[config.mk]
export PLATFORM = sky130hd
export DESIGN_NAME = motor_command_frame_timed_drive
export DESIGN_NICKNAME = d
export VERILOG_FILES = /design/src/design/mcftd_pkg.sv /design/src/design/mcftd_front.sv /design/src/design/mcftd_cmd_queue.sv /design/src/design/mcftd_back.sv /design/src/design/motor_command_frame_timed_drive.sv
export SDC_FILE = /design/constraint.sdc
export NUM_CORES = 2
export LEC_CHECK = 0
export BUFFER_PORTS_ARGS = -buffer_cell sky130_fd_sc_hd__buf_2
export CAP_MARGIN = 20
export CORE_ASPECT_RATIO = 0.6
export CORE_MARGIN = 8
export CORE_UTILIZATION = 65
export DETAILED_ROUTE_END_ITERATION = 10
export GPL_TIMING_DRIVEN = 0
export HOLD_SLACK_MARGIN = 0.05
export PLACE_DENSITY = 0.8
export REMOVE_ABC_BUFFERS = 1
export SKIP_CTS_REPAIR_TIMING = 1
export SYNTH_ARGS = -nofsm -noshare
export SYNTH_HDL_FRONTEND = slang
export SYNTH_SLANG_ARGS = --single-unit
[constraint.sdc]
create_clock -name clk -period 16.98 [get_ports clk]
set_input_delay 0.849 -clock clk [delete_from_list [all_inputs] [get_ports clk]]
set_output_delay 0.849 -clock clk [all_outputs]
set_load 0.01 [all_outputs]
[src/design/mcftd_pkg.sv]
// shared constants, payload types and command format for the motor command block
package mcftd_pkg;

  // motor and frame geometry
  localparam int MOTOR_COUNT  = 12;
  localparam int FRAME_LENGTH = 15;
  localparam int MIDX_W       = (MOTOR_COUNT > 1) ? $clog2(MOTOR_COUNT) : 1;
  localparam int FB_IDX_W     = $clog2(FRAME_LENGTH);

  // field widths
  localparam int IDX_W    = 4;
  localparam int DUTY_W   = 16;
  localparam int TICK_W   = 32;
  localparam int CENTER_W = 14;
  localparam int COUNT_W  = 5;
  localparam int SPEED_W  = 16;
  localparam int MOTOR_W  = 8;

  localparam logic [CENTER_W-1:0] CENTER_RESET = CENTER_W'(2000);
  localparam logic [COUNT_W-1:0]  COUNT_MAX    = COUNT_W'(31);
  localparam logic [7:0]          DELIM        = 8'h23;
  localparam logic [7:0]          ZERO_CHAR    = 8'h30;

  // queue depths, powers of two
  localparam int CMDQ_DEPTH = 2;
  localparam int CMDQ_AW    = $clog2(CMDQ_DEPTH);
  localparam int RES_DEPTH  = 2;
  localparam int RES_AW     = $clog2(RES_DEPTH);

  // input modes
  localparam logic [1:0] MODE_BYTE = 2'd0;
  localparam logic [1:0] MODE_EOF  = 2'd1;
  localparam logic [1:0] MODE_TICK = 2'd2;

  // frame status codes
  typedef logic [2:0] status_t;
  localparam status_t ST_NONE  = 3'd0;
  localparam status_t ST_OK    = 3'd1;
  localparam status_t ST_DELIM = 3'd2;
  localparam status_t ST_LEN   = 3'd3;
  localparam status_t ST_MOTOR = 3'd4;

  typedef struct packed {
    logic [1:0] mode;
    logic [7:0] data_byte;
  } in_t;

  typedef struct packed {
    logic [IDX_W-1:0]  motor_index;
    logic [DUTY_W-1:0] forward_duty;
    logic [DUTY_W-1:0] reverse_duty;
    status_t           frame_status;
    logic              last;
  } out_t;

  // classified item handed from front to back
  typedef struct packed {
    logic               tick;
    logic               write;
    logic [MIDX_W-1:0]  motor;
    logic [SPEED_W-1:0] speed;
    logic [TICK_W-1:0]  run;
    status_t            status;
  } cmd_t;

endpackage

[src/design/mcftd_front.sv]
// front end: frame buffer, byte counter and frame check, emits one command per item
module mcftd_front import mcftd_pkg::*; (
  input  logic clk,
  input  logic rst,
  input  logic push,
  input  in_t  item,
  output logic full,
  output logic q_push,
  output cmd_t q_data,
  input  logic q_full
);

  logic [7:0]         frame_bytes [FRAME_LENGTH];
  logic [COUNT_W-1:0] byte_count;
  logic [7:0]         digit [FRAME_LENGTH];
  logic               accept;
  logic               delim_ok;
  logic [MOTOR_W-1:0] motor;
  logic [SPEED_W-1:0] speed;
  logic [TICK_W-1:0]  run;
  status_t            eof_status;

  assign full   = q_full;
  assign accept = push && !q_full;
  assign q_push = accept;

  always_comb begin
    for (int i = 0; i < FRAME_LENGTH; i++) begin
      digit[i] = frame_bytes[i] - ZERO_CHAR;
    end
  end

  // digit arithmetic wraps to 8, 16 and 32 bits
  assign motor = MOTOR_W'(MOTOR_W'(digit[1] * 8'd10) + digit[2]);
  assign speed = SPEED_W'(SPEED_W'(digit[4]) * 16'd1000 + SPEED_W'(digit[5]) * 16'd100
                          + SPEED_W'(digit[6]) * 16'd10 + SPEED_W'(digit[7]));
  assign run   = TICK_W'(digit[9]) * 32'd10000 + TICK_W'(digit[10]) * 32'd1000
                 + TICK_W'(digit[11]) * 32'd100 + TICK_W'(digit[12]) * 32'd10
                 + TICK_W'(digit[13]);

  assign delim_ok = (frame_bytes[0] == DELIM) && (frame_bytes[3] == DELIM)
                    && (frame_bytes[8] == DELIM) && (frame_bytes[14] == DELIM);

  always_comb begin
    priority if (!delim_ok) begin
      eof_status = ST_DELIM;
    end else if (byte_count != COUNT_W'(FRAME_LENGTH)) begin
      eof_status = ST_LEN;
    end else if (motor == '0 || motor > MOTOR_W'(MOTOR_COUNT)) begin
      eof_status = ST_MOTOR;
    end else begin
      eof_status = ST_OK;
    end
  end

  always_comb begin
    q_data        = '0;
    q_data.tick   = (item.mode == MODE_TICK);
    q_data.write  = (item.mode == MODE_EOF) && (eof_status == ST_OK);
    q_data.motor  = MIDX_W'(motor - MOTOR_W'(1));
    q_data.speed  = speed;
    q_data.run    = run;
    q_data.status = (item.mode == MODE_EOF) ? eof_status : ST_NONE;
  end

  always_ff @(posedge clk) begin
    if (rst) begin
      byte_count <= '0;
      for (int i = 0; i < FRAME_LENGTH; i++) begin
        frame_bytes[i] <= '0;
      end
    end else if (accept) begin
      if (item.mode == MODE_BYTE) begin
        if (byte_count < COUNT_W'(FRAME_LENGTH)) begin
          frame_bytes[byte_count[FB_IDX_W-1:0]] <= item.data_byte;
        end
        if (byte_count < COUNT_MAX) begin
          byte_count <= byte_count + COUNT_W'(1);
        end
      end else if (item.mode == MODE_EOF) begin
        byte_count <= '0;
      end
    end
  end

endmodule

[src/design/mcftd_cmd_queue.sv]
// short command queue between front and back
module mcftd_cmd_queue import mcftd_pkg::*; (
  input  logic clk,
  input  logic rst,
  input  logic push,
  input  cmd_t wdata,
  output logic full,
  input  logic pop,
  output logic empty,
  output cmd_t rdata
);

  cmd_t               mem [CMDQ_DEPTH];
  logic [CMDQ_AW-1:0] wr_ptr;
  logic [CMDQ_AW-1:0] rd_ptr;
  logic [CMDQ_AW:0]   count;
  logic               do_push;
  logic               do_pop;

  assign full    = (count == (CMDQ_AW + 1)'(CMDQ_DEPTH));
  assign empty   = (count == '0);
  assign do_push = push && !full;
  assign do_pop  = pop && !empty;
  assign rdata   = mem[rd_ptr];

  always_ff @(posedge clk) begin
    if (do_push) begin
      mem[wr_ptr] <= wdata;
    end
  end

  always_ff @(posedge clk) begin
    if (rst) begin
      wr_ptr <= '0;
      rd_ptr <= '0;
      count  <= '0;
    end else begin
      if (do_push) begin
        wr_ptr <= wr_ptr + CMDQ_AW'(1);
      end
      if (do_pop) begin
        rd_ptr <= rd_ptr + CMDQ_AW'(1);
      end
      if (do_push && !do_pop) begin
        count <= count + (CMDQ_AW + 1)'(1);
      end else if (do_pop && !do_push) begin
        count <= count - (CMDQ_AW + 1)'(1);
      end
    end
  end

endmodule

[src/design/mcftd_back.sv]
// back end: motor state, timeout sweep and result queue
module mcftd_back import mcftd_pkg::*; (
  input  logic                clk,
  input  logic                rst,
  input  logic                q_empty,
  input  cmd_t                q_data,
  output logic                q_pop,
  input  logic                cfg_valid,
  output logic                cfg_ready,
  input  logic [CENTER_W-1:0] cfg_data,
  output logic                empty,
  input  logic                pop,
  output out_t                result
);

  typedef enum logic {IDLE, SWEEP} state_t;

  state_t              state;
  logic [MIDX_W-1:0]   k;
  status_t             status_r;
  logic [CENTER_W-1:0] center_speed;
  logic [TICK_W-1:0]   tick_count;
  logic [TICK_W-1:0]   start_tick    [MOTOR_COUNT];
  logic [TICK_W-1:0]   run_ticks     [MOTOR_COUNT];
  logic [DUTY_W-1:0]   forward_value [MOTOR_COUNT];
  logic [DUTY_W-1:0]   reverse_value [MOTOR_COUNT];

  out_t                res_mem [RES_DEPTH];
  logic [RES_AW-1:0]   res_wr;
  logic [RES_AW-1:0]   res_rd;
  logic [RES_AW:0]     res_count;

  logic [TICK_W-1:0]   elapsed;
  logic                expired;
  logic                res_push;
  logic                res_pop;
  out_t                res_wdata;
  logic                last_k;
  logic [SPEED_W-1:0]  center_ext;

  assign cfg_ready  = 1'b1;
  assign q_pop      = (state == IDLE) && !q_empty;
  assign center_ext = SPEED_W'(center_speed);

  assign elapsed  = tick_count - start_tick[k];
  assign expired  = (elapsed >= run_ticks[k]);
  assign last_k   = (k == MIDX_W'(MOTOR_COUNT - 1));
  assign res_push = (state == SWEEP) && (res_count < (RES_AW + 1)'(RES_DEPTH));
  assign res_pop  = pop && !empty;
  assign empty    = (res_count == '0);
  assign result   = res_mem[res_rd];

  always_comb begin
    res_wdata              = '0;
    res_wdata.motor_index  = IDX_W'(k) + IDX_W'(1);
    res_wdata.forward_duty = expired ? '0 : forward_value[k];
    res_wdata.reverse_duty = expired ? '0 : reverse_value[k];
    res_wdata.frame_status = status_r;
    res_wdata.last         = last_k;
  end

  always_ff @(posedge clk) begin
    if (res_push) begin
      res_mem[res_wr] <= res_wdata;
    end
  end

  always_ff @(posedge clk) begin
    if (rst) begin
      state        <= IDLE;
      k            <= '0;
      status_r     <= ST_NONE;
      center_speed <= CENTER_RESET;
      tick_count   <= '0;
      res_wr       <= '0;
      res_rd       <= '0;
      res_count    <= '0;
      for (int i = 0; i < MOTOR_COUNT; i++) begin
        start_tick[i]    <= '0;
        run_ticks[i]     <= '0;
        forward_value[i] <= '0;
        reverse_value[i] <= '0;
      end
    end else begin
      if (cfg_valid) begin
        center_speed <= cfg_data;
      end

      unique case (state)
        IDLE: begin
          if (!q_empty) begin
            if (q_data.tick) begin
              tick_count <= tick_count + TICK_W'(1);
            end
            if (q_data.write) begin
              if (q_data.speed < center_ext) begin
                forward_value[q_data.motor] <= '0;
                reverse_value[q_data.motor] <= center_ext - q_data.speed;
              end else if (q_data.speed > center_ext) begin
                forward_value[q_data.motor] <= q_data.speed - center_ext;
                reverse_value[q_data.motor] <= '0;
              end else begin
                forward_value[q_data.motor] <= '0;
                reverse_value[q_data.motor] <= '0;
              end
              run_ticks[q_data.motor]  <= q_data.run;
              start_tick[q_data.motor] <= tick_count;
            end
            status_r <= q_data.status;
            k        <= '0;
            state    <= SWEEP;
          end
        end
        SWEEP: begin
          if (res_push) begin
            if (expired) begin
              forward_value[k] <= '0;
              reverse_value[k] <= '0;
            end
            if (last_k) begin
              state <= IDLE;
            end else begin
              k <= k + MIDX_W'(1);
            end
          end
        end
        default: state <= IDLE;
      endcase

      if (res_push) begin
        res_wr <= res_wr + RES_AW'(1);
      end
      if (res_pop) begin
        res_rd <= res_rd + RES_AW'(1);
      end
      if (res_push && !res_pop) begin
        res_count <= res_count + (RES_AW + 1)'(1);
      end else if (res_pop && !res_push) begin
        res_count <= res_count - (RES_AW + 1)'(1);
      end
    end
  end

  a_sweep_ends_on_last: assert property (@(posedge clk) disable iff (rst)
    ($past(state) == SWEEP && state == IDLE) |-> $past(res_push && res_wdata.last))
    else $error("sweep left without emitting the last item");

  a_res_bound: assert property (@(posedge clk) disable iff (rst)
    res_count <= (RES_AW + 1)'(RES_DEPTH))
    else $error("result queue overflow");

  a_tick_step: assert property (@(posedge clk) disable iff (rst)
    (q_pop && q_data.tick) |=> (tick_count == $past(tick_count) + TICK_W'(1)))
    else $error("tick item did not advance tick count");

endmodule

[src/design/motor_command_frame_timed_drive.sv]
// top level of the motor command frame receiver with timed drive
//
//  channel   handshake            payload        meaning
//  -------   ------------------   ------------   ---------------------------------
//  input     push / full          item (in_t)    byte, end of frame or timer tick
//  result    pop / empty          result (out_t) one motor duty pair, 12 per item
//  config    cfg_valid/cfg_ready  cfg_data       center speed, one register
//
//  each item produces 12 results, one per cycle while the result queue has room; the
//  back end applies the command in IDLE, then sweeps the motors in SWEEP through
//  the single elapsed-time comparator and takes no new command until the sweep ends
//  the front end accepts the next item as soon as the command queue has room
//  rst is synchronous, active high; all state but the queue storage clears at once, no clearing pass
//  a full result queue stalls the sweep; a full command queue raises full
module motor_command_frame_timed_drive import mcftd_pkg::*; (
  input  logic                clk,
  input  logic                rst,
  input  logic                push,
  input  in_t                 item,
  output logic                full,
  output logic                empty,
  input  logic                pop,
  output out_t                result,
  input  logic                cfg_valid,
  output logic                cfg_ready,
  input  logic [CENTER_W-1:0] cfg_data
);

  // front to queue
  logic q_push;
  cmd_t q_wdata;
  logic q_full;

  // queue to back
  logic q_pop;
  logic q_empty;
  cmd_t q_rdata;

  // front end: collects the frame and classifies each item into a command
  mcftd_front u_front (
    .clk    (clk),
    .rst    (rst),
    .push   (push),
    .item   (item),
    .full   (full),
    .q_push (q_push),
    .q_data (q_wdata),
    .q_full (q_full)
  );

  // decouples item intake from the motor sweep
  mcftd_cmd_queue u_cmd_queue (
    .clk   (clk),
    .rst   (rst),
    .push  (q_push),
    .wdata (q_wdata),
    .full  (q_full),
    .pop   (q_pop),
    .empty (q_empty),
    .rdata (q_rdata)
  );

  // back end: applies commands, times out motors, queues the results
  mcftd_back u_back (
    .clk       (clk),
    .rst       (rst),
    .q_empty   (q_empty),
    .q_data    (q_rdata),
    .q_pop     (q_pop),
    .cfg_valid (cfg_valid),
    .cfg_ready (cfg_ready),
    .cfg_data  (cfg_data),
    .empty     (empty),
    .pop       (pop),
    .result    (result)
  );

endmodule
======== After elaboration in Yosys (flattened, before gate mapping) ========
Memories as Yosys holds them, arrays and structs flattened. A register that Yosys moved wholly into a read port is not among the register bits.
Index checks and enable logic that the tools add are counted.
W data, S select, Z words.
storage, ports and cells
  register bits ........................... 67
  latch bits .............................. 0
  bits in writable memories ............... 1466
  ROM bits ................................ 0
  input port bits ......................... 29
  output and inout port bits .............. 43
  word-level logic and storage cells ...... 227
  memories kept ........................... 7
cells by class
  add/subtract/negate cells ............... 34
  multipliers ............................. 8
  divide/modulo/power cells ............... 0
  magnitude comparators ................... 7
  equality and inequality tests ........... 14
  shifts and indexed selects .............. 0
  mux-type cells .......................... 99
  bitwise gates (word level) .............. 6
  reductions and logical operators ........ 40
memories
  name                  words  width  read ports  clocked after memory_dff  write ports  RTL line               text
  u_back.run_ticks      12     32     1           1                         12           mcftd_back.sv:24       logic [TICK_W-1:0] run_ticks [MOTOR_COUNT];
  u_back.start_tick     12     32     1           1                         12           mcftd_back.sv:23       logic [TICK_W-1:0] start_tick [MOTOR_COUNT];
  u_back.forward_value  12     16     1           1                         12           mcftd_back.sv:25       logic [DUTY_W-1:0] forward_value [MOTOR_COUNT];
  u_back.reverse_value  12     16     1           1                         12           mcftd_back.sv:26       logic [DUTY_W-1:0] reverse_value [MOTOR_COUNT];
  u_front.frame_bytes   15     8      15          0                         15           mcftd_front.sv:13      logic [7:0] frame_bytes [FRAME_LENGTH];
  u_cmd_queue.mem       2      57     1           1                         1            mcftd_cmd_queue.sv:13  cmd_t mem [CMDQ_DEPTH];
  1 more memories       n/a    n/a    n/a         n/a                       n/a          n/a
operators by type and width
  cell                     number
  $mux W16                 10
  $sub A8 B6 Y8 const B    11
  $mux W4                  18
  $mux W32                 2
  $reduce_or A16 Y1        4
  $reduce_or A32 Y1        2
  $mux W1                  55
  $add A32 B1 Y32 const B  1
  $add A32 B12 Y32         1
  $add A32 B15 Y32         1
  $add A32 B8 Y32          1
  $eq A8 B6 Y1 const B     4
  $ge A32 B32 Y1           1
  $sub A32 B32 Y32         1
  $mul A8 B5 Y13 const B   2
  $add A22 B18 Y23         1
  $mul A8 B3 Y11 const B   2
  $mul A8 B10 Y18 const B  1
  $add A16 B12 Y16         1
  $add A16 B15 Y16         1
  $add A16 B8 Y16          1
  $gt A16 B14 Y1           1
  $lt A16 B14 Y1           1
  $sub A14 B16 Y16         1
  38 further kinds         84

======== Depth between registers and ports, before layout ========
  depth after elaboration ................. 13
  gate-level depth with buffers ........... 30
  mapped depth without buffers ............ 28

======== Modules after synthesis ========
Synthesis repeated with hierarchy kept, for this count alone.
unflattened totals
  cells, all modules ...................... 6225
  area total of the unflattened synthesis .. 93464.6 µm²
by module, submodules not included
  module           instances  cells each  area an instance (µm²)  seq. area each (µm²)
  mcftd_back       1          4668        74928.1                 49787.8
  mcftd_front      1          1355        14202.4                 3673.5
  mcftd_cmd_queue  1          202         4334.2                  3523.4

======== Least setup slack after synthesis ========
Ideal clock, no wire load.
  kind .................................... reg-to-reg
  from .................................... register with a tool-made name
  to ...................................... memory u_back.forward_value[12][0] (enable)
  library setup time ...................... 0.472 ns
  arrival ................................. 8.043 ns
  required time ........................... 16.508 ns
  slack ................................... 8.465 ns
  cell stages (with the launch flop) ...... 28
  path buffers ............................ 5
  clock period less this slack ............ 8.515 ns
  cell sequence ........................... dfxtp_1 -> clkbuf_1 -> buf_1 -> buf_1 -> mux4_2 -> mux4_2 -> inv_1 -> ha_1 -> and3_1 -> nand4_1 -> a21o_1 -> a21oi_2 -> nor2_1 -> nand2_1 -> a21o_1 -> a31oi_1 -> xnor2_1 -> ha_1 -> nand4_1 -> nor2_1 -> nand2_1 -> o31a_1 -> o2111ai_1 -> or4_1 -> buf_6 -> buf_2 -> nand2_1 -> o32ai_1
RTL lines
  item              RTL line
  end: declaration  mcftd_back.sv:25

==> qor.yml <==
status:
  status: "completed"
sta:
  fin_crit_ns: 9.73
  fin_skew_ns: 0.0638
  worst_pin_slew_ns: 1.19
  period_share_pct: 57.3
  max_clock_freq_mhz: 103
  setup_viol: 0
  fin_ws_ns: 7.25
  hold_viol: 0
  whs_ns: 0.260
  grt_setup_unrepaired: "no"
  final_max_slew_viol_count: 0
  relSlewSlack_pct: 20.5
finish:
  fillers: 7924
  drive_gt1_share_pct: 17.1
  area_delta_synth_final_pct: 10.8
  final_common_cell: "edfxtp_1"
  final_cell_mix: "edfxtp_1 (1705), nor2_1 (811), mux4_2 (439), inv_1 (391), ha_1 (371)"
  multi_input_area_um2: 31500
  fin_cells: 7916
  final_nets: 6480
  ff_latch_area_um2: 52700
clock_network:
  htree_levels: 4
  cts_sinks: 1778
  worstSkewPairLatency_ns: 0.82
  cts_buffer_depth: 3
  cts-root-buf: "clkbuf_16"
  cts_inserted_buffers: 155
  clk_pin_slew_ns: 0.07
  cts_tree: "built"
global_route:
  overflow: 0
  antenna_found_initial: 2
  grt_first_pass_wirelength_um: 340000
  grt_max_degree: 97
  grt_pass1_vias: 53932
  track_usage_pct: 31.1
yosys:
  synth_flop_cell: "edfxtp_1"
  synth.top_cell.area_share_pct: 59.0
  synth_edf_count: 1705
  ys_seq_area_share_pct: 60.7
  synthCells: 6008
  yosys-top-cells-area: "edfxtp_1 (59%), mux4_2 (11%), ha_1 (5.3%), nor2_1 (3.5%), and3_1 (2.6%)"
  async_reset_ff_share_pct: 0
  synth-seq-cells: 1778
  yosysTopAreaCell: "edfxtp_1"
  ys_types: 80
  netlist_area_um2: 86800
  yosysWarningCount: 0
  postSynthAreaPerCell_um2: 14.4
routing:
  wl_per_cell_um: 29.0
  wl_um: 230000
  drtIter0Drc: 8024
  vias: 53475
  drc: 0
  dr.pass1.iters: 6
  ant_nets: 0
  viasPerCell: 6.76
setup_path:
  slowest_delay_ns: 0.92
  start_kind: "register"
  critical_path_required_ns: 17.52
  crit_path_frequent_cell: "buf_16"
  endpoint_kind: "register"
  path_max_fanout: 60
  r2r_cells: 30
  reg2reg_setup_slack_ns: 7.25
  crit_type: "register to register"
  cp.arrival_ns: 10.27
  r2r_end: "u_back.forward_value[4][14]"
  critPathSlowestCell: "a31oi_4"
die:
  dieArea_um2: 146000
  initial_core_util_pct: 65.1
  rows: 104
  core_um2: 133000
  fp.dieW_um: 488
  dieHeight_um: 299
  ios: 72
hold_path:
  min_path_cells: 2
  hp-start: "rst"
  hp-class: "input pin to register"
  holdPathEnd: "u_back.tick_count[25]"
placed_design:
  placed_cells: 7604
  pre_cts_ws_ns: 7.64
  io_buffers: 70
  hpwl_um: 138000
  finalWeightedCongestion: 0.866
run:
  drv_cap: 0
power_and_ir_drop:
  peakVddDrop_v: 0.000261
  p_leak_nw: 36.7
  power_mw: 15.0
  powerDensity_nw_per_um2: 156
## Yosys cell counts (6+ instances only)
cell / instances
buf_2: 44
buf_6: 7
a211oi_1: 12
nand4_1: 20
ha_1: 371
dfxtp_1: 73
mux4_2: 439
nor4b_1: 6
clkbuf_1: 295
inv_1: 391
o32ai_1: 6
o221ai_1: 6
nor2_2: 36
and2_1: 130
mux2i_1: 58
or2_2: 7
nor4_1: 6
or3_1: 13
mux2_2: 43
o21ai_0: 87
a211o_1: 14
nor2b_1: 87
edfxtp_1: 1705
nand2_1: 149
xnor2_1: 135
a31oi_1: 10
and3_1: 360
a21o_1: 59
a21oi_1: 138
nor3_1: 30
o21bai_1: 20
nand3_1: 37
nor2_1: 819
a21boi_0: 16
buf_1: 46
o21a_1: 14
nand2b_1: 31
fa_1: 97
xor2_1: 90
o211ai_1: 12
## kinds of logic (layout without fill, tap and decap cells)
logic type | after synthesis | in the layout | share of synthesized area (%)
adder cells (fa/ha/maj) | 468 | 468 | 7.59
buffers and inverters | 791 | 893 | 3.56
XOR/XNOR | 225 | 225 | 2.27
AND/OR/NAND/NOR | 1747 | 1747 | 9.76
multiplexers | 540 | 540 | 12.6
flip-flops | 1778 | 1778 | 60.7
AO/OA/AOI/OAI | 457 | 457 | 3.52
other | 2 | 6 | 0.00865
## worst max-delay path: cells and delay by family, from the launching register on
kind	cells	cell delay [ns]
flops	1	0.36
buf+inv	8	2.29
xor+xnor	1	0.12
mux	2	0.92
simple gates	6	1.81
compound gates	11	3.20
fa+ha+maj	2	0.51
## stage by stage
step	area [µm²]	util, %	setup TNS, ns
finish	96200	72.2	0
global route	96200	72.2	0
CTS	96000	72.1	0
detailed placement	90900	68.2	0
global placement	87800	65.9	-
floorplan	85200	-	-4518.78
## final cells by class
| class | instances | area share (%) |
|---|---|---|
| sequential | 1778 | 54.8 |
| multi-input combinational | 3440 | 32.7 |
| clock buffer | 206 | 4.38 |
| timing repair buffer | 212 | 3.31 |
| tap | 1802 | 2.34 |
| inverter | 396 | 1.55 |
| clock inverter | 79 | 0.931 |
| antenna | 3 | 0.00780 |
## power breakdown
| group | internal [mW] | switching, mW |
|---|---|---|
| logic | 2.19 | 3.52 |
| registers | 5.52 | 0.140 |
| clock network | 1.96 | 1.68 |
## worst max path at each step
stage,end,slack (ns),from
finish,u_back.forward_value[4][14],7.25,register
global route,u_back.reverse_value[4][12],6.97,register
CTS,u_back.forward_value[4][14],7.56,register
floorplan,u_back.forward_value[14][0],-5.72,register
detailed placement,u_back.forward_value[4][8],7.64,register
global placement,u_back.forward_value[13][0],-17.58,register
## state kept, by name, summed over array words and instances (netlist names), named ones only
signal                count
u_back.res_wr             1
u_back.forward_value    256
u_cmd_queue.rd_ptr        1
u_back.run_ticks        384
u_back.res_mem           80
u_back.state              1
u_front.frame_bytes     119
u_back.res_count          2
u_back.start_tick       512
u_back.k                  4
u_back.tick_count        32
u_back.center_speed      14
u_back.res_rd             1
u_front.byte_count        5
u_cmd_queue.mem          98
u_back.reverse_value    256
u_cmd_queue.wr_ptr        1
u_back.status_r           3
u_cmd_queue.count         2
## routing by layer
layer	global-route usage, %	share of wire [%]	vias up
met5	0	0.061	-
met4	11.8	4.2	6
met3	10.0	15	798
met2	47.2	45	4364
met1	42.7	36	26231
li1	-	-	22076
Note: power is estimated with default switching activity, not from simulation.
